===== config.mk =====
export PLATFORM = sky130hd
export DESIGN_NAME = pfu_channel
export DESIGN_NICKNAME = d
export VERILOG_FILES = /design/src/design/assert_macros.svh /design/src/design/pfu_pkg.sv /design/src/design/pfu_channel.sv
export SDC_FILE = /design/constraint.sdc
export NUM_CORES = 1
export LEC_CHECK = 0
export BUFFER_PORTS_ARGS = -buffer_cell sky130_fd_sc_hd__buf_4
export CAP_MARGIN = 40
export CORE_MARGIN = 2
export CORE_UTILIZATION = 55
export DETAILED_ROUTE_END_ITERATION = 8
export GPL_TIMING_DRIVEN = 0
export PLACE_DENSITY = 0.88
export SLEW_MARGIN = 25
export SYNTH_ARGS = -nofsm -noshare
export SYNTH_HDL_FRONTEND = slang
export SYNTH_SLANG_ARGS = --single-unit

===== constraint.sdc =====
create_clock -name vclk -period 8.3
set_input_delay 0 -clock vclk [all_inputs]
set_output_delay 0 -clock vclk [all_outputs]
set_load 0.02 [all_outputs]

===== src/design/assert_macros.svh =====
`ifndef ASSERT_MACROS_SVH
`define ASSERT_MACROS_SVH

// same-cycle implication
`define ASSERT_IMPL(label, clk, rst_n, ante, cons) \
	label: assert property (@(posedge clk) disable iff (!(rst_n)) (ante) |-> (cons)) \
		else $error("assertion failed");

// next-cycle implication
`define ASSERT_NEXT(label, clk, rst_n, ante, cons) \
	label: assert property (@(posedge clk) disable iff (!(rst_n)) (ante) |=> (cons)) \
		else $error("assertion failed");

`endif


===== src/design/pfu_pkg.sv =====
package pfu_pkg;

	localparam int CFG_IW = 2;
	localparam int CFG_DW = 16;

	typedef enum logic [CFG_IW-1:0] {
		REG_DIRECTION = 2'd0,
		REG_WIDTH     = 2'd1,
		REG_HEIGHT    = 2'd2
	} cfg_reg_t;

	localparam logic DIR_FILTER   = 1'b0;
	localparam logic DIR_UNFILTER = 1'b1;

	typedef logic [31:0] pix_t;

	typedef struct packed {
		logic have_left;
		logic have_up;
		logic row_end;
		logic frame_end;
	} pos_t;

endpackage


===== src/design/pfu_channel.sv =====
module pfu_channel import pfu_pkg::*; (
	input  logic       dir,
	input  logic [7:0] x,
	input  logic [7:0] a,
	input  logic [7:0] b,
	input  logic [7:0] c,
	output logic [7:0] y,
	output logic [7:0] orig
);

	logic signed [10:0] p;
	logic signed [10:0] da;
	logic signed [10:0] db;
	logic signed [10:0] dc;
	logic [10:0] abs_a;
	logic [10:0] abs_b;
	logic [10:0] abs_c;
	logic [7:0] pred;

	always_comb begin
		p = $signed({3'b0, a}) + $signed({3'b0, b}) - $signed({3'b0, c});
		da = p - $signed({3'b0, a});
		db = p - $signed({3'b0, b});
		dc = p - $signed({3'b0, c});
		abs_a = (da < 0) ? 11'(-da) : 11'(da);
		abs_b = (db < 0) ? 11'(-db) : 11'(db);
		abs_c = (dc < 0) ? 11'(-dc) : 11'(dc);
		if (abs_a <= abs_b && abs_a <= abs_c) begin
			pred = a;
		end else if (abs_b <= abs_c) begin
			pred = b;
		end else begin
			pred = c;
		end
		y = (dir == DIR_UNFILTER) ? x + pred : x - pred;
		orig = (dir == DIR_UNFILTER) ? y : x;
	end

endmodule


==> impl_metrics.ini <==
[detailed_routing]
ant_nets = 0
viasPerCell = 5.99
drt_iter0_markers = 270
vias = 4302
post-route-drc-count = 0
wl_met3_um = 657
highest_layer = met4
drt-met1-wl_um = 4810
dr.pass1.iters = 5
met2_length_um = 5620
post_drt_wl_per_cell_um = 16.1
totalWireLength_um = 11600

[timing]
fmax_mhz = 126
worst_pin_slew_ns = 0.594
holdWs_ns = 0.320
worst_slack_ns = 0.370
setup_viol = 0
fin_crit_ns = 7.93
setup_tns_ns = 0
min_period_over_period_pct = 95.5
slew_headroom_pct = 60.4
finalHoldViolCount = 0
drv_slew = 0

[outcome]
status = finished, final reports clean

[min_path]
hold_depth = 3
hold_path.class = input pin to output pin

[critical_path]
arrival_ns = 7.93
critPathMaxFanout = 7
end_kind = output pin
critPathLaunchType = input pin
crit_type = input pin to output pin
worstPathRequired_ns = 8.30
slowest_delay_ns = 0.56
cp_slowest_cell = fa_1

[floorplan]
fp.dieW_um = 89.6
ios = 49
start_util_pct = 56.1
core-area_mm2 = 0.00718
die_y_um = 89.6
die_area_mm2 = 0.00802
num_rows = 31

[global_route]
gr-usage-all-layers_pct = 27.8
grt_max_degree = 11
antenna_found_initial = 0
grt_first_pass_wirelength_um = 17700
grt_overflow = 0
grt_pass1_vias = 3986

[placed_design]
place.gp.congestion = 0.956
dpl.hpwl_um = 9560
placement.cell_area_mm2 = 0.00452
port-buffer-count = 49
pre_cts_slack_ns = -0.0896

[cells_and_area]
fin_nets = 734
final_area_mm2 = 0.00474
seqCellArea_um2 = 0
syn_to_final_growth_pct = 17.6
drive_gt1_share_pct = 19.1
fillers = 598
clock_buffers = 0
seq_cell_count = 0
antenna_cells = 0

[synthesis]
synth.distinct_cells = 75
avgSynthCellArea_um2 = 7.19
synth_nets = 673
synth_warnings = 0
synthCells = 560
syn_area_mm2 = 0.00403
ys_seq_area_share_pct = 0

[flow_run]
max_cap_violations = 0
==> layout make-up <==
type | instances | area, µm² | share of cell area, %
well taps | 99 | 124 | 2.62
inverters | 67 | 251 | 5.31
plain buffers | 9 | 56.3 | 1.19
repair buffers | 60 | 450 | 9.51
multi-input cells | 483 | 3850 | 81.4
==> worst max-delay path, delay by kind of cell <==
kind	cells	cell delay [ns]
AO/OA/AOI/OAI	12	2.56
buffers and inverters	5	0.49
adder cells (fa/ha/maj)	5	2.07
AND/OR/NAND/NOR	7	1.12
XOR/XNOR	6	1.26
multiplexers	2	0.41
==> metrics by stage <==
step | cells | utilization, %
finish | 718 | 66.0
global route | 718 | 66.0
CTS | 708 | 63.3
detailed placement | 708 | 63.0
global placement | 708 | 63.0
floorplan | 560 | -
==> cells in the mapped netlist, types with 3 or more instances <==
library cell   n  share of area, %
a21boi_0       3              0.56
o31a_1         5               1.1
clkbuf_1       3              0.28
o21ai_1        4              0.50
a211o_1        4              0.87
nand3b_1       3              0.56
fa_1          12               6.0
a31oi_1        6              0.93
nand3_1       14               1.7
xor2_1        17               3.7
nor4_1         5              0.78
o221ai_1       3              0.65
nand2b_1       4              0.62
nor2_1        60               5.6
o2111ai_1      3              0.65
and2_1         4              0.62
buf_2          3              0.37
xnor2_1       38               8.3
o21bai_1       3              0.56
nor2b_1       10               1.6
a211oi_1       4              0.75
a31o_2         3              0.65
o21ai_0       24               3.0
a21o_1        11               2.1
mux2_2         5               1.4
o31ai_1        4              0.75
nor3_1        12               1.5
o21a_1        10               1.9
nand4_1        8               1.2
o211ai_1       5              0.93
inv_1         67               6.2
nand2_1       38               3.5
a21oi_1       38               4.7
and3_1         6              0.93
ha_1          68                21
mux2i_1        5               1.2
==> cells by family after synthesis <==
kind of cell             Yosys count  synth area share (%)
buffers and inverters             77                  7.74
other                              2                 0.187
AND/OR/NAND/NOR                  182                  22.7
AO/OA/AOI/OAI                    153                  27.3
XOR/XNOR                          56                  12.4
multiplexers                      10                  2.64
adder cells (fa/ha/maj)           80                  27.1
==> timing repair <==
item	in CTS	in global routing
pin swaps	0	9
hold buffers	0	0
buffers inserted	0	11
setup endpoints to repair	2	9
resized for setup	6	30
==> worst paths after layout <==
kind              start       to  slack (ns)
setup / recovery   a[1]     y[7]        0.37
hold / removal     x[0]  orig[0]        0.32
==> layout by cell type (no fill, tap or decap), types with 3 or more instances in the layout <==
master	instances
and2_1	4
o21ai_1	4
nand2_1	38
nor4_1	5
and3_1	6
o21ai_2	5
o221ai_1	3
buf_4	61
o21ai_0	20
buf_2	3
xnor2_1	35
nor2b_1	10
a211oi_1	4
a21oi_2	5
nand4_1	8
o21bai_1	3
ha_1	67
a211o_1	4
nor3_1	11
nand2b_1	4
nor2_1	58
a21oi_1	33
mux2i_1	3
o31a_1	5
xnor2_2	3
o211ai_1	5
a31o_2	3
o21a_1	10
inv_1	66
nand3b_1	3
mux2_2	5
fa_1	12
a21o_1	11
xor2_1	16
a31oi_1	6
nand3_1	13
==> per-layer routing <==
metal / GRT usage [%] / up-vias
li1: - / 2131
met1: 34.4 / 1983
met2: 50.1 / 160
met3: 2.03 / 28
met4: 10.2 / 0
met5: 0 / -
Power is left out: the tool's default activity adds up to more than one toggle a clock period on the data nets, which glitch-free logic cannot reach.
