`config.mk`:
```
export PLATFORM = sky130hd
export DESIGN_NAME = pfu_raster_ctr
export DESIGN_NICKNAME = d
export VERILOG_FILES = /design/src/design/assert_macros.svh /design/src/design/pfu_pkg.sv /design/src/design/pfu_raster_ctr.sv
export SDC_FILE = /design/constraint.sdc
export NUM_CORES = 1
export LEC_CHECK = 0
export ABC_AREA = 0
export BUFFER_PORTS_ARGS = -buffer_cell sky130_fd_sc_hd__buf_2
export CORE_MARGIN = 4
export CORE_UTILIZATION = 40
export CTS_CLUSTER_SIZE = 25
export DETAILED_ROUTE_END_ITERATION = 6
export PLACE_DENSITY = 0.74
export SYNTH_ARGS = -nofsm -noshare
export SYNTH_HDL_FRONTEND = slang
export SYNTH_SLANG_ARGS = --single-unit
```
`constraint.sdc`:
```
create_clock -name clk -period 5.4 [get_ports clk]
set_input_delay 1.08 -clock clk [delete_from_list [all_inputs] [get_ports clk]]
set_output_delay 1.08 -clock clk [all_outputs]
set_load 0.01 [all_outputs]
```
`src/design/assert_macros.svh`:
```
`ifndef ASSERT_MACROS_SVH
`define ASSERT_MACROS_SVH

// same-cycle implication
`define ASSERT_IMPL(label, clk, rst_n, ante, cons) \
	label: assert property (@(posedge clk) disable iff (!(rst_n)) (ante) |-> (cons)) \
		else $error("assertion failed");

// next-cycle implication
`define ASSERT_NEXT(label, clk, rst_n, ante, cons) \
	label: assert property (@(posedge clk) disable iff (!(rst_n)) (ante) |=> (cons)) \
		else $error("assertion failed");

`endif

```
`src/design/pfu_pkg.sv`:
```
package pfu_pkg;

	localparam int CFG_IW = 2;
	localparam int CFG_DW = 16;

	typedef enum logic [CFG_IW-1:0] {
		REG_DIRECTION = 2'd0,
		REG_WIDTH     = 2'd1,
		REG_HEIGHT    = 2'd2
	} cfg_reg_t;

	localparam logic DIR_FILTER   = 1'b0;
	localparam logic DIR_UNFILTER = 1'b1;

	typedef logic [31:0] pix_t;

	typedef struct packed {
		logic have_left;
		logic have_up;
		logic row_end;
		logic frame_end;
	} pos_t;

endpackage

```
`src/design/pfu_raster_ctr.sv`:
```
module pfu_raster_ctr import pfu_pkg::*; #(
	parameter int MAX_WIDTH = 4096,
	parameter int CW = 12
) (
	input  logic          clk,
	input  logic          arst_n,
	input  logic          advance,
	input  logic [12:0]   width_pixels,
	input  logic [15:0]   height_rows,
	output logic [CW-1:0] col,
	output pos_t          pos
);

	logic [CW-1:0] col_q;
	logic [15:0] row_q;
	logic [16:0] w_ext;
	logic [16:0] w_eff;
	logic [15:0] h_eff;
	logic last_col;
	logic last_row;

	always_comb begin
		w_ext = {4'b0, width_pixels};
		if (w_ext == 17'd0) begin
			w_eff = 17'd1;
		end else if (w_ext > 17'(MAX_WIDTH)) begin
			w_eff = 17'(MAX_WIDTH);
		end else begin
			w_eff = w_ext;
		end
		h_eff = (height_rows == 16'd0) ? 16'd1 : height_rows;
		last_col = 17'(col_q) >= (w_eff - 17'd1);
		last_row = row_q >= (h_eff - 16'd1);
		col = col_q;
		pos.have_left = (col_q != '0);
		pos.have_up = (row_q != 16'd0);
		pos.row_end = last_col;
		pos.frame_end = last_col && last_row;
	end

	always_ff @(posedge clk or negedge arst_n) begin
		if (!arst_n) begin
			col_q <= '0;
			row_q <= 16'd0;
		end else if (advance) begin
			if (last_col) begin
				col_q <= '0;
				row_q <= last_row ? 16'd0 : row_q + 16'd1;
			end else begin
				col_q <= col_q + 1'b1;
			end
		end
	end

endmodule

```
==> results <==
- The worst hold slack across all endpoints is 0.527 ns.
- The number of register bits inferred by synthesis is 28.
- The congestion estimate from routability-driven global placement came to 0.889.
- Counting distinct cell types in the post-synthesis netlist gives 51.
- The critical path's slowest cell is sky130_fd_sc_hd__or4_4.
- The flow ran to the end, but the final reports show violations.
- The number of clock buffers added by TritonCTS is 3.
- The delay of the slowest cell on the worst path is 0.53 ns.
- The combined area of the multi-input logic cells is 2140 sq um.
- Derived from the worst setup path, the maximum achievable clock frequency is 0.183 GHz.
- The tree is rooted in a sky130_fd_sc_hd__clkbuf_8.
- The number of nets handed over by synthesis was 410.
- The final reports fail on negative setup slack.
- For this design the ratio of total power to cell area is 173 nW/um^2.
- After global routing the overflow that remains totals 0.
- The static leakage is 1.57 nW.
- The global-route total usage across every layer is 17.5%.
- During synthesis, Yosys emitted a total of 0 warnings.
- The share of the Yosys chip area taken by registers is 25.0%.
- In this run the number of H-tree levels came out at 1.
- The via count is 2892.
- In this run the core area contains 30 standard-cell rows.
- The count of boundary I/O pins is 48.
- Measured against its own limit, the worst slew margin works out to 57.1%.
- For this run, design rule violations remaining after detail routing come to 0.
- In the layout the commonest cells are sky130_fd_sc_hd__buf_2 (47), sky130_fd_sc_hd__nor2_1 (36), sky130_fd_sc_hd__ha_1 (32).
- Counting flops with a built-in enable in the synthesized netlist gives 0.
- The most used flip-flop cell after synthesis is sky130_fd_sc_hd__dfrtp_1.
- The placement-stage worst setup slack is -0.314 ns.
- The time the worst path needs with I/O delays and setup is 5.47 ns.
- TritonCTS built the clock tree.
- Once routing completed, OpenROAD measured the worst setup slack at -0.0686 ns.
- The total die area is 8420 sq um.
- The signal on the critical path passes through buf_2 > or4_4 > or2_4 > or4_4 > buf_4 > o311ai_4 > buf_4 > nor2_1 > xnor2_1 > ha_1 > nand2_2 > o21a_1 > o211ai_1 > a21oi_2 > nor2_2 > buf_2.
- The number of antenna violations at the first check in global routing is 0.
- Relative to the synthesized area, the layout overhead comes to 24.0%.
- The total of max-cap violations is 0.
- STA classifies the critical path endpoint as an output pin.
- 0 antenna diodes ended up in the layout.
- The clock passes through at most 2 buffers.
- Across the VDD grid, the largest voltage drop is 123 uV.
- Of the cells placed in the final design, the portion with a size suffix greater than 1 is 24.9%.
- The commonest non-fill, non-tap cell in the layout is sky130_fd_sc_hd__buf_2.
- The DRC marker count from the first detailed-route iteration is 157.
- The path class of the tightest hold or removal check is reg -> reg.
- Measured along the y axis, the die boundary spans 91.8 um.
- The latest clock arrival within the worst-skew pair is 0.27 ns.
- The number of routed nets with antenna violations is 0.
- The post-CTS clock slew at the launch and capture registers of the worst setup and hold paths is 0.09 ns.
- The finished cells cover 3480 sq um.
- The register area is 701 sq um.
- The final routed wire length divided by cell count is 14.5 um.
- Data on the critical path is required at its endpoint by 4.32 ns.
- The mean area per synthesized cell is 8.16 sq um.
- The first TritonRoute pass finished after 7 iterations.
- Wires add up to 7380 um.
- The largest net degree at the start of global routing is 29.
- The clock drives 28 sinks.
- After legalization and detailed placement, the total HPWL measured 5870 um.
- The placed cell area is 3340 sq um.
- The core region is 6790 sq um.
- STA classifies the critical path startpoint as an input port.
- The first global-routing pass estimated 12600 um of wire.
- In this run the tool buffered the top-level ports with 47 buffer cells.
- The average via count per standard cell is 5.68.
- Counting both buffers and inverters, the worst setup path holds a total of 4.
- At the pin with the least slew margin, the transition time is 0.643 ns.
- The maximum fanout along the worst path is 4.
- The initial core utilization is 41.3%.
- Buffers inserted to repair hold after CTS numbered 0.
- Setup repair after global routing could not meet its margin everywhere.
- The number of global-route vias before repair was 2775.
- The part of the cycle the worst path needs is 101%.
- The post-synth design cell area is 2810 sq um.
- Among cell families on the critical path, the largest total delay comes from simple AND/OR/NAND/NOR gates.
- In the synthesized netlist the async set-or-reset flop fraction comes to 100%.
- The number of fill cells is 639.
- The final layout net count is 481.
- The number of setup violations in the final report is 1.
- The max-slew violation total from the final report is 0.
- Data on the critical path arrives at its endpoint at 4.39 ns.
- The path type of the worst setup path is in -> out.
- The clock skew after layout is 0.00947 ns.
- The total count of hold-check failures in the final report is 0.
- From left edge to right edge, the die measures 91.8 um.
- The number of standard cells after synthesis is 344.
-- cell usage after synthesis, types with 7 or more instances --
cell type | number | share of area, %
sky130_fd_sc_hd__a21oi_1 | 18 | 3.2
sky130_fd_sc_hd__nand4_1 | 7 | 1.6
sky130_fd_sc_hd__dfrtp_1 | 28 | 25
sky130_fd_sc_hd__nor2_1 | 38 | 5.1
sky130_fd_sc_hd__xnor2_1 | 11 | 3.4
sky130_fd_sc_hd__ha_1 | 34 | 15
sky130_fd_sc_hd__nand2_1 | 25 | 3.3
sky130_fd_sc_hd__and3_1 | 7 | 1.6
sky130_fd_sc_hd__inv_1 | 12 | 1.6
sky130_fd_sc_hd__o21ai_0 | 15 | 2.7
sky130_fd_sc_hd__xor2_1 | 11 | 3.4
sky130_fd_sc_hd__nor4_1 | 9 | 2.0
sky130_fd_sc_hd__nor3_1 | 11 | 2.0
sky130_fd_sc_hd__nand3_1 | 18 | 3.2
-- kinds of logic after synthesis --
kind of cell    count (synthesis)  share of synthesized area [%]
simple gates                  152                           28.1
compound gates                 85                           21.0
buf+inv                        20                           2.81
xor+xnor                       22                           6.87
flops                          28                           25.0
fa+ha+maj                      34                           15.2
mux                             3                           1.11
-- flip-flops by register name, summed over array words and instances, names as in the netlist --
signal / cells
row_q: 16
col: 12
-- what timing repair did --
action	CTS	global route
buffers inserted	0	1
setup endpoints to repair	2	2
pin swaps	3	8
gates resized for setup	10	9
cloned	0	0
-- per-stage QoR --
| stage | cells | total power [mW] | utilization [%] | setup TNS, ns |
|---|---|---|---|---|
| 4_1_cts | 508 | 0.606 | 50.6 | -0.114 |
| 3_3_place_gp | 505 | 0.479 | 49.2 | -0.222 |
| 2_1_floorplan | 344 | 0.392 | - | -0.0597 |
| 6_report | 509 | 0.603 | 51.2 | -0.0686 |
| 3_5_place_dp | 505 | 0.488 | 49.2 | -0.336 |
| 5_1_grt | 509 | 0.652 | 51.2 | -0.229 |
-- layout make-up --
type	instances	area share, %
clock buffers	3	1.19
inverters	13	1.40
multi-input cells	296	61.5
flip-flops and latches	28	20.1
well taps	96	3.45
repair buffers	73	12.4
-- final timing paths --
check / start / endpoint / slack, ns / depth (start not counted)
setup reg to reg: col[10] / row_q[11] / 2.93 / 7
hold reg to reg: row_q[0] / row_q[0] / 0.53 / 1
max in group asynchronous: arst_n / col[8] / 4.16 / 1
hold / removal: row_q[0] / row_q[0] / 0.53 / 1
setup / recovery: height_rows[6] / pos[0] / -0.07 / 16
min in group asynchronous: arst_n / row_q[1] / 0.82 / 1
-- metal layers --
layer,GRT usage (%),vias up,part of all wire (%)
met5,0,-,0
met4,2.35,0,0.98
met3,1.72,11,5.4
met2,32.1,87,49
met1,22.6,1366,44
li1,-,1428,-
-- power breakdown --
| part | internal (mW) | total (mW) | switching [mW] |
|---|---|---|---|
| sequential | 0.231 | 0.278 | 0.0473 |
| combinational | 0.0987 | 0.212 | 0.113 |
| clock | 0.0500 | 0.113 | 0.0628 |
| total | 0.380 | 0.603 | 0.224 |
Power figures use the tool's default switching activity.
